--- src/design/mwpd_pkg.sv ---
// Shared types and constants for the MIME encoded-word payload decoder.
`timescale 1ns / 1ps

package mwpd_pkg;

    localparam int DEFAULT_COUNT_LIMIT = 2047;

    localparam int CHAR_W    = 8;
    localparam int COUNT_W   = 11;
    localparam int MODE_W    = 2;
    localparam int CFG_IDX_W = 2;
    localparam int CFG_DAT_W = 8;

    localparam logic [MODE_W-1:0] MODE_QP  = 2'd0;
    localparam logic [MODE_W-1:0] MODE_B64 = 2'd1;

    localparam logic [CFG_IDX_W-1:0] CFG_MODE       = 2'd0;
    localparam logic [CFG_IDX_W-1:0] CFG_DELIMITER  = 2'd1;
    localparam logic [CFG_IDX_W-1:0] CFG_ALLOW_HIGH = 2'd2;

    localparam logic [CHAR_W-1:0] DELIMITER_RESET = 8'd63;

    typedef struct packed {
        logic              kind;
        logic [CHAR_W-1:0] char_in;
    } item_t;

    typedef struct packed {
        logic [MODE_W-1:0] mode;
        logic [CHAR_W-1:0] delimiter;
        logic              allow_high;
    } cfg_t;

    typedef struct packed {
        logic [CHAR_W-1:0]  data;
        logic               data_valid;
        logic               word_end;
        logic               failed;
        logic [COUNT_W-1:0] byte_count;
    } res_t;

endpackage

--- src/design/mwpd_in_stage.sv ---
// Input register that holds one accepted character or flush transaction.
`timescale 1ns / 1ps

module mwpd_in_stage (
    input  logic           aclk,
    input  logic           aresetn,
    input  logic           s_tvalid,
    output logic           s_tready,
    input  mwpd_pkg::item_t s_item,
    input  logic           advance,
    output logic           item_valid,
    output mwpd_pkg::item_t item
);

    logic            valid_reg;
    logic            valid_next;
    mwpd_pkg::item_t item_reg;

    assign s_tready   = !valid_reg || advance;
    assign valid_next = (s_tvalid && s_tready) || (valid_reg && !advance);

    always_ff @(posedge aclk) begin
        if (!aresetn) begin
            valid_reg <= 1'b0;
        end else begin
            valid_reg <= valid_next;
        end
    end

    always_ff @(posedge aclk) begin
        if (s_tvalid && s_tready) begin
            item_reg <= s_item;
        end
    end

    assign item_valid = valid_reg;
    assign item       = item_reg;

endmodule

--- src/design/mwpd_core.sv ---
// Decoding state and next-state logic for quoted-printable and base64 words.
`timescale 1ns / 1ps

module mwpd_core #(
    parameter int COUNT_LIMIT = mwpd_pkg::DEFAULT_COUNT_LIMIT
) (
    input  logic            aclk,
    input  logic            aresetn,
    input  logic            en,
    input  mwpd_pkg::item_t item,
    input  mwpd_pkg::cfg_t  cfg,
    output logic            has_result,
    output mwpd_pkg::res_t  res
);

    localparam int CW = $clog2(COUNT_LIMIT + 1);

    localparam logic [1:0] QP_IDLE  = 2'd0;
    localparam logic [1:0] QP_EQUAL = 2'd1;
    localparam logic [1:0] QP_HEX   = 2'd2;

    localparam logic [7:0] CHAR_EQ    = 8'h3D;
    localparam logic [7:0] CHAR_US    = 8'h5F;
    localparam logic [7:0] CHAR_NL    = 8'h0A;
    localparam logic [7:0] CHAR_SPACE = 8'h20;
    localparam logic [7:0] CHAR_QMARK = 8'h3F;

    function automatic logic [4:0] hex_value(input logic [7:0] c);
        logic [4:0] v;
        v = 5'd16;
        if (c >= 8'h30 && c <= 8'h39) v = 5'(c - 8'h30);
        else if (c >= 8'h41 && c <= 8'h46) v = 5'(c - 8'h37);
        else if (c >= 8'h61 && c <= 8'h66) v = 5'(c - 8'h57);
        return v;
    endfunction

    function automatic logic [6:0] b64_rank(input logic [7:0] c);
        logic [6:0] r;
        r = 7'd64;
        if (c >= 8'h41 && c <= 8'h5A) r = 7'(c - 8'h41);
        else if (c >= 8'h61 && c <= 8'h7A) r = 7'(c - 8'h47);
        else if (c >= 8'h30 && c <= 8'h39) r = 7'(c + 8'h04);
        else if (c == 8'h2B) r = 7'd62;
        else if (c == 8'h2F) r = 7'd63;
        return r;
    endfunction

    logic [1:0]    qp_phase_reg, qp_phase_next;
    logic [3:0]    nibble_reg, nibble_next;
    logic [5:0]    pattern_reg, pattern_next;
    logic [2:0]    bits_reg, bits_next;
    logic          disc_reg, disc_next;
    logic [CW-1:0] count_reg, count_next;

    logic [CW-1:0] count_inc;
    logic [4:0]    hex;
    logic [6:0]    rank;
    logic [11:0]   pattern_shift;
    logic [3:0]    bit_sum;
    logic [7:0]    put_data;
    logic          put;
    logic          word_done;
    logic          fail;
    logic [7:0]    hex_byte;
    logic [7:0]    b64_byte;

    assign count_inc = (count_reg < CW'(COUNT_LIMIT)) ? count_reg + 1'b1 : count_reg;
    assign hex       = hex_value(item.char_in);
    assign rank      = b64_rank(item.char_in);
    assign pattern_shift = {pattern_reg, rank[5:0]};
    assign bit_sum   = {1'b0, bits_reg} + 4'd6;
    assign hex_byte  = {nibble_reg, hex[3:0]};
    assign b64_byte  = 8'(pattern_shift >> bit_sum[2:0]);
    assign fail      = disc_reg || (cfg.mode > mwpd_pkg::MODE_B64)
                       || (cfg.mode == mwpd_pkg::MODE_QP && qp_phase_reg != QP_IDLE);

    always_comb begin
        qp_phase_next = qp_phase_reg;
        nibble_next   = nibble_reg;
        pattern_next  = pattern_reg;
        bits_next     = bits_reg;
        disc_next     = disc_reg;
        count_next    = count_reg;
        put           = 1'b0;
        put_data      = item.char_in;
        word_done     = 1'b0;
        if (item.kind) begin
            pattern_next = '0;
            bits_next    = '0;
        end else if (item.char_in == cfg.delimiter) begin
            word_done     = 1'b1;
            count_next    = '0;
            qp_phase_next = QP_IDLE;
            disc_next     = 1'b0;
        end else if (!disc_reg) begin
            unique case (cfg.mode)
                mwpd_pkg::MODE_QP: begin
                    if (qp_phase_reg == QP_IDLE) begin
                        if (item.char_in == CHAR_EQ) begin
                            qp_phase_next = QP_EQUAL;
                        end else begin
                            put = 1'b1;
                            if (cfg.delimiter != 8'd0 && item.char_in == CHAR_US) begin
                                put_data = CHAR_SPACE;
                            end
                        end
                    end else if (qp_phase_reg == QP_EQUAL && item.char_in == CHAR_NL) begin
                        qp_phase_next = QP_IDLE;
                    end else if (hex[4]) begin
                        disc_next     = 1'b1;
                        qp_phase_next = QP_IDLE;
                    end else if (qp_phase_reg == QP_EQUAL) begin
                        nibble_next   = hex[3:0];
                        qp_phase_next = QP_HEX;
                    end else begin
                        qp_phase_next = QP_IDLE;
                        put           = 1'b1;
                        put_data      = (hex_byte[7] && !cfg.allow_high) ? CHAR_QMARK
                                                                         : hex_byte;
                    end
                end
                mwpd_pkg::MODE_B64: begin
                    if (!rank[6]) begin
                        pattern_next = rank[5:0];
                        bits_next    = bit_sum[2:0];
                        if (bit_sum[3]) begin
                            put      = 1'b1;
                            put_data = (b64_byte[7] && !cfg.allow_high) ? CHAR_QMARK
                                                                        : b64_byte;
                        end
                    end
                end
                default: begin
                    disc_next = 1'b1;
                end
            endcase
            if (put) begin
                count_next = count_inc;
            end
        end
    end

    always_comb begin
        res            = '0;
        res.word_end   = word_done;
        res.failed     = word_done && fail;
        res.data_valid = put;
        res.data       = put ? put_data : 8'd0;
        res.byte_count = put ? mwpd_pkg::COUNT_W'(count_inc)
                             : mwpd_pkg::COUNT_W'(count_reg);
    end

    assign has_result = put || word_done;

    always_ff @(posedge aclk) begin
        if (!aresetn) begin
            qp_phase_reg <= QP_IDLE;
            nibble_reg   <= '0;
            pattern_reg  <= '0;
            bits_reg     <= '0;
            disc_reg     <= 1'b0;
            count_reg    <= '0;
        end else if (en) begin
            qp_phase_reg <= qp_phase_next;
            nibble_reg   <= nibble_next;
            pattern_reg  <= pattern_next;
            bits_reg     <= bits_next;
            disc_reg     <= disc_next;
            count_reg    <= count_next;
        end
    end

    a_bits_even: assert property (@(posedge aclk) disable iff (!aresetn)
        !bits_reg[0] && bits_reg <= 3'd6)
        else $error("base64 bit count left the set of reachable values");

    a_end_clears: assert property (@(posedge aclk) disable iff (!aresetn)
        en && word_done |=> count_reg == '0 && !disc_reg && qp_phase_reg == QP_IDLE)
        else $error("word state not cleared after the end of a word");

    a_one_kind: assert property (@(posedge aclk) disable iff (!aresetn)
        !(put && word_done))
        else $error("result both a byte and an end of word");

    a_phase_code: assert property (@(posedge aclk) disable iff (!aresetn)
        qp_phase_reg != 2'd3)
        else $error("quoted-printable phase reached an unused code");

    a_disc_silent: assert property (@(posedge aclk) disable iff (!aresetn)
        disc_reg && !word_done |-> !put)
        else $error("byte produced while dropping a failed word");

endmodule

--- src/design/mwpd_out_stage.sv ---
// Output register that holds one result transaction until it is taken.
`timescale 1ns / 1ps

module mwpd_out_stage (
    input  logic           aclk,
    input  logic           aresetn,
    input  logic           load,
    input  mwpd_pkg::res_t res,
    output logic           busy,
    output logic           m_tvalid,
    input  logic           m_tready,
    output mwpd_pkg::res_t m_res
);

    logic           valid_reg;
    logic           valid_next;
    mwpd_pkg::res_t res_reg;

    assign busy       = valid_reg && !m_tready;
    assign valid_next = load || (valid_reg && !m_tready);

    always_ff @(posedge aclk) begin
        if (!aresetn) begin
            valid_reg <= 1'b0;
        end else begin
            valid_reg <= valid_next;
        end
    end

    always_ff @(posedge aclk) begin
        if (load) begin
            res_reg <= res;
        end
    end

    assign m_tvalid = valid_reg;
    assign m_res    = res_reg;

endmodule

--- src/design/mime_word_payload_decoder_top.sv ---
// Top level of the MIME encoded-word payload decoder with its configuration registers.
`timescale 1ns / 1ps

// The decoder takes one character or flush transaction in every clock cycle unless a
// result waits behind a stalled output, and gives at most one result for each item:
// it waits in the input register, then decode logic loads the output. The output
// register lets a new character enter while a result still waits on m_tready, so
// characters that give no result keep flowing during a stall. There is no start-up
// pass after reset. Configuration writes are taken at once and should be made only
// while no transaction is in flight.

module mime_word_payload_decoder_top #(
    parameter int COUNT_LIMIT = mwpd_pkg::DEFAULT_COUNT_LIMIT
) (
    input  logic        aclk,
    input  logic        aresetn,
    input  logic        s_tvalid,
    output logic        s_tready,
    input  logic [7:0]  s_tdata,   // [7:0] char_in
    input  logic [0:0]  s_tuser,   // [0] kind
    output logic        m_tvalid,
    input  logic        m_tready,
    output logic [23:0] m_tdata,   // [7:0] data, [18:8] byte_count, [23:19] zero
    output logic [1:0]  m_tuser,   // [0] data_valid, [1] failed
    output logic        m_tlast,   // word_end
    input  logic        cfg_valid,
    output logic        cfg_ready,
    input  logic [mwpd_pkg::CFG_IDX_W-1:0] cfg_index,
    input  logic [mwpd_pkg::CFG_DAT_W-1:0] cfg_data
);

    mwpd_pkg::cfg_t  cfg_reg;
    mwpd_pkg::item_t s_item;
    mwpd_pkg::item_t item;
    mwpd_pkg::res_t  res;
    mwpd_pkg::res_t  m_res;
    logic            item_valid;
    logic            has_result;
    logic            out_busy;
    logic            advance;

    assign cfg_ready = 1'b1;

    always_ff @(posedge aclk) begin
        if (!aresetn) begin
            cfg_reg.mode       <= mwpd_pkg::MODE_QP;
            cfg_reg.delimiter  <= mwpd_pkg::DELIMITER_RESET;
            cfg_reg.allow_high <= 1'b0;
        end else if (cfg_valid && cfg_ready) begin
            unique case (cfg_index)
                mwpd_pkg::CFG_MODE:       cfg_reg.mode       <= cfg_data[mwpd_pkg::MODE_W-1:0];
                mwpd_pkg::CFG_DELIMITER:  cfg_reg.delimiter  <= cfg_data;
                mwpd_pkg::CFG_ALLOW_HIGH: cfg_reg.allow_high <= cfg_data[0];
                default: ;
            endcase
        end
    end

    assign s_item.kind    = s_tuser[0];
    assign s_item.char_in = s_tdata;

    assign advance = item_valid && (!has_result || !out_busy);

    mwpd_in_stage u_in (
        .aclk       (aclk),
        .aresetn    (aresetn),
        .s_tvalid   (s_tvalid),
        .s_tready   (s_tready),
        .s_item     (s_item),
        .advance    (advance),
        .item_valid (item_valid),
        .item       (item)
    );

    mwpd_core #(
        .COUNT_LIMIT (COUNT_LIMIT)
    ) u_core (
        .aclk       (aclk),
        .aresetn    (aresetn),
        .en         (advance),
        .item       (item),
        .cfg        (cfg_reg),
        .has_result (has_result),
        .res        (res)
    );

    mwpd_out_stage u_out (
        .aclk     (aclk),
        .aresetn  (aresetn),
        .load     (advance && has_result),
        .res      (res),
        .busy     (out_busy),
        .m_tvalid (m_tvalid),
        .m_tready (m_tready),
        .m_res    (m_res)
    );

    assign m_tdata = {5'd0, m_res.byte_count, m_res.data};
    assign m_tuser = {m_res.failed, m_res.data_valid};
    assign m_tlast = m_res.word_end;

endmodule

--- config.mk ---
export PLATFORM = sky130hd
export DESIGN_NAME = mime_word_payload_decoder_top
export DESIGN_NICKNAME = d
export VERILOG_FILES = /design/src/design/mwpd_pkg.sv /design/src/design/mwpd_in_stage.sv /design/src/design/mwpd_core.sv /design/src/design/mwpd_out_stage.sv /design/src/design/mime_word_payload_decoder_top.sv
export SDC_FILE = /design/constraint.sdc
export NUM_CORES = 1
export LEC_CHECK = 0
export ABC_AREA = 1
export BUFFER_PORTS_ARGS = -buffer_cell sky130_fd_sc_hd__buf_2
export CAP_MARGIN = 20
export CORE_UTILIZATION = 59
export DETAILED_ROUTE_END_ITERATION = 10
export PLACE_DENSITY = 0.82
export RECOVER_POWER = 25
export SLEW_MARGIN = 30
export SYNTH_ARGS = -nofsm -noshare
export SYNTH_HDL_FRONTEND = slang
export SYNTH_SLANG_ARGS = --single-unit
--- constraint.sdc ---
create_clock -name aclk -period 3.3 [get_ports aclk]
set_clock_uncertainty 0.1 [all_clocks]
set_input_delay 0.165 -clock aclk [delete_from_list [all_inputs] [get_ports aclk]]
set_output_delay 0.165 -clock aclk [all_outputs]
set_load 0.02 [all_outputs]
Word-level counts from Yosys, hierarchy flattened
Cells that the tools add are included.
{ "totals": {"inputBits": 24, "out_inout_bits": 30, "wordCells": 170, "reg_bits": 71} }
{ "op_classes": {"n_addsub": 8, "shift": 1, "eq_ne": 15, "bitwise": 6, "n_lt_le_gt_ge": 10, "mux": 67, "n_reduce_logical": 45} }
{ "ops": {"columns": ["operator", "n"], "rows": [
  ["8-bit two-way mux", 13],
  ["11-bit two-way mux", 5],
  ["7-bit two-way mux", 5],
  ["8-bit by 7-bit <= comparator with 1-bit output (second input constant)", 4],
  ["6-bit two-way mux", 5],
  ["8-bit by 6-bit == test with 1-bit output (second input constant)", 3],
  ["1-bit two-way mux", 20],
  ["8-bit by 7-bit greater-or-equal comparator with 1-bit output (second input constant)", 2],
  ["1-bit logical AND", 16],
  ["2-bit two-way mux", 8],
  ["8-bit case mux with 2 select lines", 1],
  ["3-bit two-way mux", 5],
  ["5-bit two-way mux", 3],
  ["5-bit subtractor (second input constant)", 3],
  ["7-bit subtractor (second input constant)", 2],
  ["12-bit by 3-bit right shift with 8-bit output", 1],
  ["11-bit by 1-bit adder with 11-bit output (second input constant)", 1],
  ["11-bit less-than comparator (second input constant)", 1],
  ["5-bit AND reduction", 2],
  ["9-bit AND reduction", 1],
  ["8-bit by 4-bit == test with 1-bit output (second input constant)", 1],
  ["8-bit by 7-bit == test with 1-bit output (second input constant)", 1],
  ["8-bit == test", 1],
  ["8-bit by 6-bit greater-or-equal comparator with 1-bit output (second input constant)", 1],
  ["17 further kinds", 47]
]} }

Logic depth before layout (Yosys ltp)
Gate-level depths: netlist of the first run.
{ "logic_depth": {"word_depth": 22, "ltp_mapped": 24, "ltp_nobuf": 22} }

Modules after synthesis
A second synthesis of the first run with hierarchy kept.
{ "unflattened": {"hier_cells": 726, "hier_area_um2": 4942.2} }
{ "by_module_without_submodules": {"columns": ["module", "seq_area_each_um2", "cells_each", "instances", "area_per_inst_um2"], "rows": [
  ["mwpd_core", 520.5, 608, 1, 3359.5],
  ["mwpd_out_stage", 680.7, 29, 1, 710.7],
  ["mime_word_payload_decoder_top", 220.2, 73, 1, 550.5],
  ["mwpd_in_stage", 290.3, 16, 1, 321.6]
]} }

Least setup slack after synthesis of the first run
Ideal clock, no wire load.
{ "synth_timing": {"path_type": "register to register", "start": "register u_in.item_reg (netlist bit u_in.item[0])", "end": "register u_in.item_reg (netlist bit u_in.item[0]), enable pin", "setup_ns": 0.329, "t_required_ns": 2.871, "path_buffers": 1, "synth_period_minus_slack_ns": 3.002, "stages_incl_launch_ff": 20, "setup_slack_ns": 0.298, "arrival_time_ns": 2.573, "cell_sequence": "edfxtp_1 > inv_1 > clkbuf_1 > ha_1 > nand3_1 > nor2_1 > nor2_2 > nand2_1 > nand2_4 > nand2_4 > nand2_4 > nand2_2 > nand2_1 > nand2_1 > nand2_1 > nand2_2 > nand2_4 > nand3_1 > nand2_1 > inv_1"} }
{ "synth_via": {"elab_chain_len": 21, "word_cells_on_any_way": 53, "cone_classes": "add/sub (6); order compare (8); eq/ne (5); mux (22); reduce/logical (12)"} }
{ "synth_rtl": {"columns": ["element", "line_no", "text"], "rows": [
  ["start, declared", "mwpd_in_stage.sv:17", "mwpd_pkg::item_t item_reg;"],
  ["start signal, assigned", "mwpd_in_stage.sv:32", "item_reg <= s_item;"],
  ["8-bit by 7-bit greater-or-equal comparator with 1-bit output / 8-bit by 7-bit <= comparator with 1-bit output (equally long branches)", "mwpd_core.sv:33, mwpd_core.sv:41", null],
  ["1-bit logical AND", "mwpd_core.sv:33", "else if (c >= 8'h61 && c <= 8'h66) v = 5'(c - 8'h57);"],
  ["5-bit two-way mux", "mwpd_core.sv:33", null],
  ["5-bit two-way mux", "mwpd_core.sv:32", "else if (c >= 8'h41 && c <= 8'h46) v = 5'(c - 8'h37);"],
  ["5-bit two-way mux", "mwpd_core.sv:31", "if (c >= 8'h30 && c <= 8'h39) v = 5'(c - 8'h30);"],
  ["1-bit two-way mux", "mwpd_core.sv:109", "end else if (hex[4]) begin"],
  ["1-bit two-way mux", "mwpd_core.sv:107", "end else if (qp_phase_reg == QP_EQUAL && item.char_in == CHAR_NL) begin"],
  ["1-bit two-way mux", "mwpd_core.sv:98", "if (qp_phase_reg == QP_IDLE) begin"],
  ["[6 not listed]", null, null],
  ["1-bit two-way mux", "mwpd_core.sv:87", "if (item.kind) begin"],
  ["1-bit logical OR (*)", "mwpd_core.sv:153", "assign has_result = put || word_done;"],
  ["1-bit logical NOT (*)", "mime_word_payload_decoder_top.sv:62", "assign advance = item_valid && (!has_result || !out_busy);"],
  ["1-bit logical OR (*)", "mime_word_payload_decoder_top.sv:62", null],
  ["1-bit logical AND (*)", "mime_word_payload_decoder_top.sv:62", null],
  ["1-bit logical OR (*)", "mwpd_in_stage.sv:19", "assign s_tready = !valid_reg || advance;"],
  ["named net s_tready", "mime_word_payload_decoder_top.sv:18", "output logic s_tready,"],
  ["1-bit logical AND (*)", "mwpd_in_stage.sv:31", "if (s_tvalid && s_tready) begin"]
]} }
The timed path passes the listed nets; every way through them passes the cells marked *. The select of a mux whose other input is x is not followed.
A chain may end at the register's enable or synchronous reset.

Worst setup path in the final report of the first run
{ "layout_timing": {"start": "register u_in.item_reg (netlist bit u_in.item[3])", "end": "register u_in.item_reg (netlist bit u_in.item[3]), enable pin"} }
{ "layout_via": {"elab_chain_len": 21, "word_cells_on_any_way": 53, "cone_classes": "add/sub (6); order compare (8); eq/ne (5); mux (22); reduce/logical (12)"} }
{ "layout_rtl": {"columns": ["element", "line_no", "text"], "rows": [
  ["8-bit by 7-bit greater-or-equal comparator with 1-bit output / 8-bit by 7-bit <= comparator with 1-bit output (equally long branches)", "mwpd_core.sv:33, mwpd_core.sv:41", null],
  ["1-bit logical AND", "mwpd_core.sv:33", null],
  ["5-bit two-way mux", "mwpd_core.sv:33", null],
  ["5-bit two-way mux", "mwpd_core.sv:32", null],
  ["5-bit two-way mux", "mwpd_core.sv:31", null],
  ["1-bit two-way mux", "mwpd_core.sv:109", null],
  ["1-bit two-way mux", "mwpd_core.sv:107", null],
  ["1-bit two-way mux", "mwpd_core.sv:98", null],
  ["[5 not listed]", null, null],
  ["1-bit two-way mux", "mwpd_core.sv:90", "end else if (item.char_in == cfg.delimiter) begin"],
  ["1-bit two-way mux", "mwpd_core.sv:87", null],
  ["1-bit logical OR (*)", "mwpd_core.sv:153", null],
  ["1-bit logical NOT (*)", "mime_word_payload_decoder_top.sv:62", null],
  ["1-bit logical OR (*)", "mime_word_payload_decoder_top.sv:62", null],
  ["1-bit logical AND (*)", "mime_word_payload_decoder_top.sv:62", null],
  ["1-bit logical OR (*)", "mwpd_in_stage.sv:19", null],
  ["1-bit logical AND (*)", "mwpd_in_stage.sv:31", null]
]} }
Every way passes the cells marked *; elsewhere a longest branch is shown, timed or not. The select of a mux whose other input is x is not followed.

==> metrics.txt, run 1 <==
Post-synth EDFFs=31; area grow syn2layout=14.2%; Ys Warns=0; RSZ-0062 raised after global routing=false; maxcap violations=0; leakage=2.36 nW; Fin. Hold Viols=0; non-filler instance count after layout=852; routed length per instance=16.3 um; Net Sw Power=0.000632 W; WL final=13.9 mm; Reg clk slew, reported paths=0.07 ns; I/O Buffers=47; DP Wirelength=9.96 mm; clock power share=34.3%; die area=8480 sq um; CTS H-tree depth=3; VDD IR max=384 uV; Gate Count Post-Synth=680; Core Region=7810 sq um; Sequential Power Share=47.4%; max reg flops=22; ant diodes=0; Root Buffer=clkbuf_8; element type at the critical path end=register; FFs w/ async S/R, synth=0%; 1st-iter DRT viols=351; Starting Density=61.3%; Die H=92.1 um; WP buf/inv=2; CP startpoint=u_in.item[3]; Skew-Pair Late Insertion Delay=0.35 ns; Avg Cell Area, Syn=7.04 sq um; total grt overflow=0; final worst-path cycle share=92.5%; cts bufs inserted=9; maximum clock rate=0.328 GHz; largest net degree at the start of global routing=33; Worst EP required=3.20 ns; RePlAce Congestion=0.969; total number of vias=4,861; Residual DRC=0; Total Routing Usage GR=33.4%; clock tree sinks=70; Die W=92.1 um; Max Slew Vio Count=0; Critical Path Fanout Max=12; commonest non-fill, non-tap cell in the layout=nand2_1; placed cell count=814; vias in the first global route=4,549; status=completed; Top FF cell, synth=dfxtp_1; initial antenna violation count=0; Fin Setup TNS=0 ns; Reg2Reg Launch Point=u_in.item[3]; mapped cell area=4790 sq um; Final ANT Viol Nets=0; CP Launch Type=register; CTS tree=done; Yosys reg bits=70; pwr dens=374 nW/um^2; count of different cell masters after synthesis=44; worst hold path class=in -> reg; actual slew at the worst max-slew pin=0.803 ns; Power Total=0.00205 W; combinational share of power=18.3%; Worst path slowest cell=edfxtp_1; cell-internal power=0.00141 W; nets@finish=779; Crit Path Class=reg -> reg; CP arrival=2.95 ns; Finish-stage setup viols=0; cell row count=32; most frequent cells in the layout=176 x nand2_1, 71 x inv_1, 53 x nor2_1; ratio of cells with drive above 1 in the final layout=14.7%; DR pass1 iterations=5; critical path's largest stage delay=0.47 ns; global-route wire length before repair=21.8 mm; Tmin final=3.05 ns; Top Ports=54; Hold Path Origin=cfg_valid; crit-path cells=inv_2, ha_1, nand3_1, nor2_1, nor2_4, nand2_2, nand2_4, nand2_4, nand2_4, nand2_2, nand2_1, nand2_1, nand2_1, nand2_2, nand2_4, nand3_1, nand2_1, inv_1; Fillers=673; Vias/cell=5.71; Worst slew margin=46.4%; delay-heaviest family, CP=simple AND/OR/NAND/NOR gates; register area share after synthesis=35.7%; switching share of power=30.9%; Max Root-Sink Buffers=2
synthesized netlist by cell type (10+ instances only):
cell type,number,share of area [%]
xor2_1,16,2.9
ha_1,10,2.6
clkbuf_1,12,0.94
nand2_2,11,1.4
o21ai_0,47,4.9
a21oi_1,49,5.1
dfxtp_1,39,16
nor2_1,53,4.2
nand2_1,176,14
nor3_1,17,1.8
edfxtp_1,31,19
nand4_1,18,2.4
inv_1,72,5.6
nand3_1,44,4.6
cell type report:
type	count	area, sq um	share of cell area, %
flip-flops and latches	70	1710	31.3
repair buffers	82	536	9.79
clock inverters	7	72.6	1.33
multi-input cells	500	2580	47.2
inverters	82	315	5.77
well taps	102	128	2.33
clock buffers	9	124	2.27
worst paths after layout:
| path | depth (start not counted) | slack (ns) | to |
|---|---|---|---|
| max reg2reg | 18 | 0.25 | u_in.item[3] |
| min reg2reg | 2 | 0.37 | u_core.pattern_reg[0] |
| min | 3 | 0.02 | cfg_reg[0] |
| max | 18 | 0.25 | u_in.item[3] |
cell families (layout without fill, tap and decap cells):
kind of cell	Yosys count	count (layout)	share of synthesized area (%)
compound gates	120	120	13.9
xor+xnor	18	18	3.29
fa+ha+maj	10	10	2.61
buf+inv	114	180	10.8
flops	70	70	35.7
mux	1	1	0.209
other cells	2	6	0.157
simple gates	345	345	33.2
tightest hold or removal path, cell delays in order:
cell and delay (ns):
buf_2 0.11, nand3_1 0.09, a21oi_1 0.06
through the flow:
step / util, % / setup slack [ns] / instance area, sq um / hold WS, ns
after floorplan: - / 0.298 / 4800 / 0.164
after global placement: 65.0 / 0.180 / 5070 / 0.241
after detailed placement: 65.0 / 0.163 / 5070 / 0.243
after CTS: 69.8 / 0.126 / 5450 / 0.00961
after global routing: 70.0 / 0.0317 / 5470 / 0.0360
final: 70.0 / 0.249 / 5470 / 0.0232
power by group through the flow:
stage / sequential, W / combinational (W) / clock [W]
after floorplan: 0.000984 / 0.000255 / 0
after global placement: 0.000988 / 0.000340 / 0
after detailed placement: 0.000989 / 0.000343 / 0
after CTS: 0.000970 / 0.000361 / 0.000699
after global routing: 0.000972 / 0.000410 / 0.000728
final: 0.000970 / 0.000375 / 0.000701
what timing repair did:
item | CTS | global route
setup endpoints to repair | 0 | 42
gates resized for setup | 0 | 3
hold buffers | 18 | 0
setup buffers | 0 | 4
endpoints found under the hold margin | 18 | 0
metal layers:
metal,vias up,track usage (%),wire length [um]
met5,-,0,0
li1,2360,-,-
met2,232,56.0,6600
met3,33,4.39,820
met4,0,13.0,359
met1,2236,43.5,6100
Note: power is estimated with default switching activity, not from simulation.
==> inputs of run 2 (changes only) <==
--- a/config.mk
+++ b/config.mk
@@ -11,7 +11,6 @@
 export CORE_UTILIZATION = 59
 export DETAILED_ROUTE_END_ITERATION = 10
 export PLACE_DENSITY = 0.82
-export RECOVER_POWER = 25
 export SLEW_MARGIN = 30
 export SYNTH_ARGS = -nofsm -noshare
 export SYNTH_HDL_FRONTEND = slang
==> run 2 against run 1 <==
- setup slack worse by 0.0062 ns
- utilization increased by 0.26 points
- maximum frequency fell by 0.20%
- final cell count unchanged
- critical path type unchanged
==> metrics.txt, run 2 (synthesis results as in run 1) <==
Net Sw Power=0.000628 W; Tmin final=3.06 ns; Total Routing Usage GR=33.4%; RePlAce Congestion=0.969; Die W=92.1 um; Critical Path Fanout Max=32; RSZ-0062 raised after global routing=false; Reg clk slew, reported paths=0.08 ns; element type at the critical path end=register; cell row count=32; Top Layer Used=met4; largest net degree at the start of global routing=33; actual slew at the worst max-slew pin=0.797 ns; Starting Density=61.3%; pre-CTS setup slack=0.163 ns; Residual DRC=0; clock power share=34.1%; nets@finish=779; clock tree sinks=70; Worst slew margin=46.8%; Worst path slowest cell=edfxtp_1; ant diodes=0; Finish-stage setup viols=0; met2 wire len=6.51 mm; Post-Route M1 WL=6.07 mm; CP arrival=3.21 ns; Top Ports=54; initial antenna violation count=0; Crit Path Class=reg -> reg; Fillers=664; critical path's largest stage delay=0.43 ns; Vias/cell=5.69; max reg flops=22; CP Launch Type=register; maximum clock rate=0.327 GHz; maxcap violations=0; 1st-iter DRT viols=385; I/O Buffers=47; Worst EP required=3.46 ns; DR pass1 iterations=6; most frequent cells in the layout=176 x nand2_1, 71 x inv_1, 53 x nor2_1; Fin Setup TNS=0 ns; pwr dens=372 nW/um^2; Die H=92.1 um; reg-to-reg slack, setup=0.24 ns; Max Slew Vio Count=0; combinational share of power=18.4%; commonest non-fill, non-tap cell in the layout=nand2_1; routed length per instance=16.3 um; Reg2Reg Launch Point=u_in.item[2]; worst hold path class=in -> reg; Root Buffer=clkbuf_8; area grow syn2layout=14.6%; switching share of power=30.7%; final worst-path cycle share=92.7%; leakage=2.40 nW; global-route wire length before repair=21.8 mm; cts bufs inserted=9; Final ANT Viol Nets=0; placed cell count=814; VDD IR max=385 uV; CTS tree=done; die area=8480 sq um; worst setup margin=0.243 ns; met3 WL post-DR=903 um; CP startpoint=u_in.item[2]; vias in the first global route=4,549; crit-path cells=inv_1, buf_4, ha_1, nand3_1, nor2_1, nor2_2, nand2_1, nand2_4, nand2_4, nand2_4, nand2_2, nand2_1, nand2_1, nand2_1, nand2_2, nand2_4, nand3_4, inv_2, buf_12, nand3_1, a21oi_1; status=completed; Fin. Hold Viols=0; non-filler instance count after layout=852; Skew-Pair Late Insertion Delay=0.35 ns; DP Wirelength=9.96 mm; cell-internal power=0.00142 W; CTS H-tree depth=3; Sequential Power Share=47.5%; WL final=13.9 mm; Max Root-Sink Buffers=2; total grt overflow=0; ratio of cells with drive above 1 in the final layout=16.5%; Hold Path Origin=cfg_valid; total number of vias=4,847; Core Region=7810 sq um
run 2: critical path: cells and delay by family (launching register included):
kind                       cells  cell delay (ns)
AOI/OAI and AO/OA              1             0.18
adders and majority gates      1             0.21
buffers and inverters          4             0.61
DFF                            1             0.43
and+or+nand+nor               15             1.43
run 2: timing repair:
item,in CTS,in global routing
endpoints found under the hold margin,18,0
buffers inserted,0,4
hold buffers,18,0
setup endpoints to repair,0,42
gates resized for setup,0,3
run 2: routing by layer:
metal | global-route usage (%) | vias up
li1 | - | 2359
met1 | 43.5 | 2216
met2 | 56.0 | 233
met3 | 4.39 | 39
met4 | 13.0 | 0
met5 | 0 | -
run 2: through the flow:
| stage | util, % | hold slack [ns] | total power [W] | instance area [sq um] |
|---|---|---|---|---|
| floorplan | - | 0.164 | 0.00124 | 4800 |
| global placement | 65.0 | 0.241 | 0.00133 | 5070 |
| detailed placement | 65.0 | 0.243 | 0.00133 | 5070 |
| CTS | 69.8 | 0.00961 | 0.00203 | 5450 |
| global route | 70.3 | 0.0360 | 0.00211 | 5490 |
| finish | 70.3 | 0.0238 | 0.00204 | 5490 |
run 2: power groups by stage:
stage | logic [W] | clock network (W) | registers (W)
global placement | 0.000340 | 0 | 0.000988
detailed placement | 0.000343 | 0 | 0.000989
global route | 0.000412 | 0.000728 | 0.000972
floorplan | 0.000255 | 0 | 0.000984
CTS | 0.000361 | 0.000699 | 0.000970
finish | 0.000376 | 0.000697 | 0.000970
run 2: final cells by class:
class                      count  area, sq um  area share [%]
tap                          102          128            2.33
multi-input combinational    500         2580            47.0
timing repair buffer          82          556            10.1
inverter                      82          315            5.75
sequential                    70         1710            31.2
clock buffer                   9          124            2.26
clock inverter                 7         72.6            1.32
run 2: worst paths after layout:
kind	to	cells past startpoint
setup reg to reg	u_core.count_reg[0]	21
setup / recovery	u_core.count_reg[0]	21
hold / removal	cfg_reg[0]	3
hold reg to reg	u_core.pattern_reg[0]	2
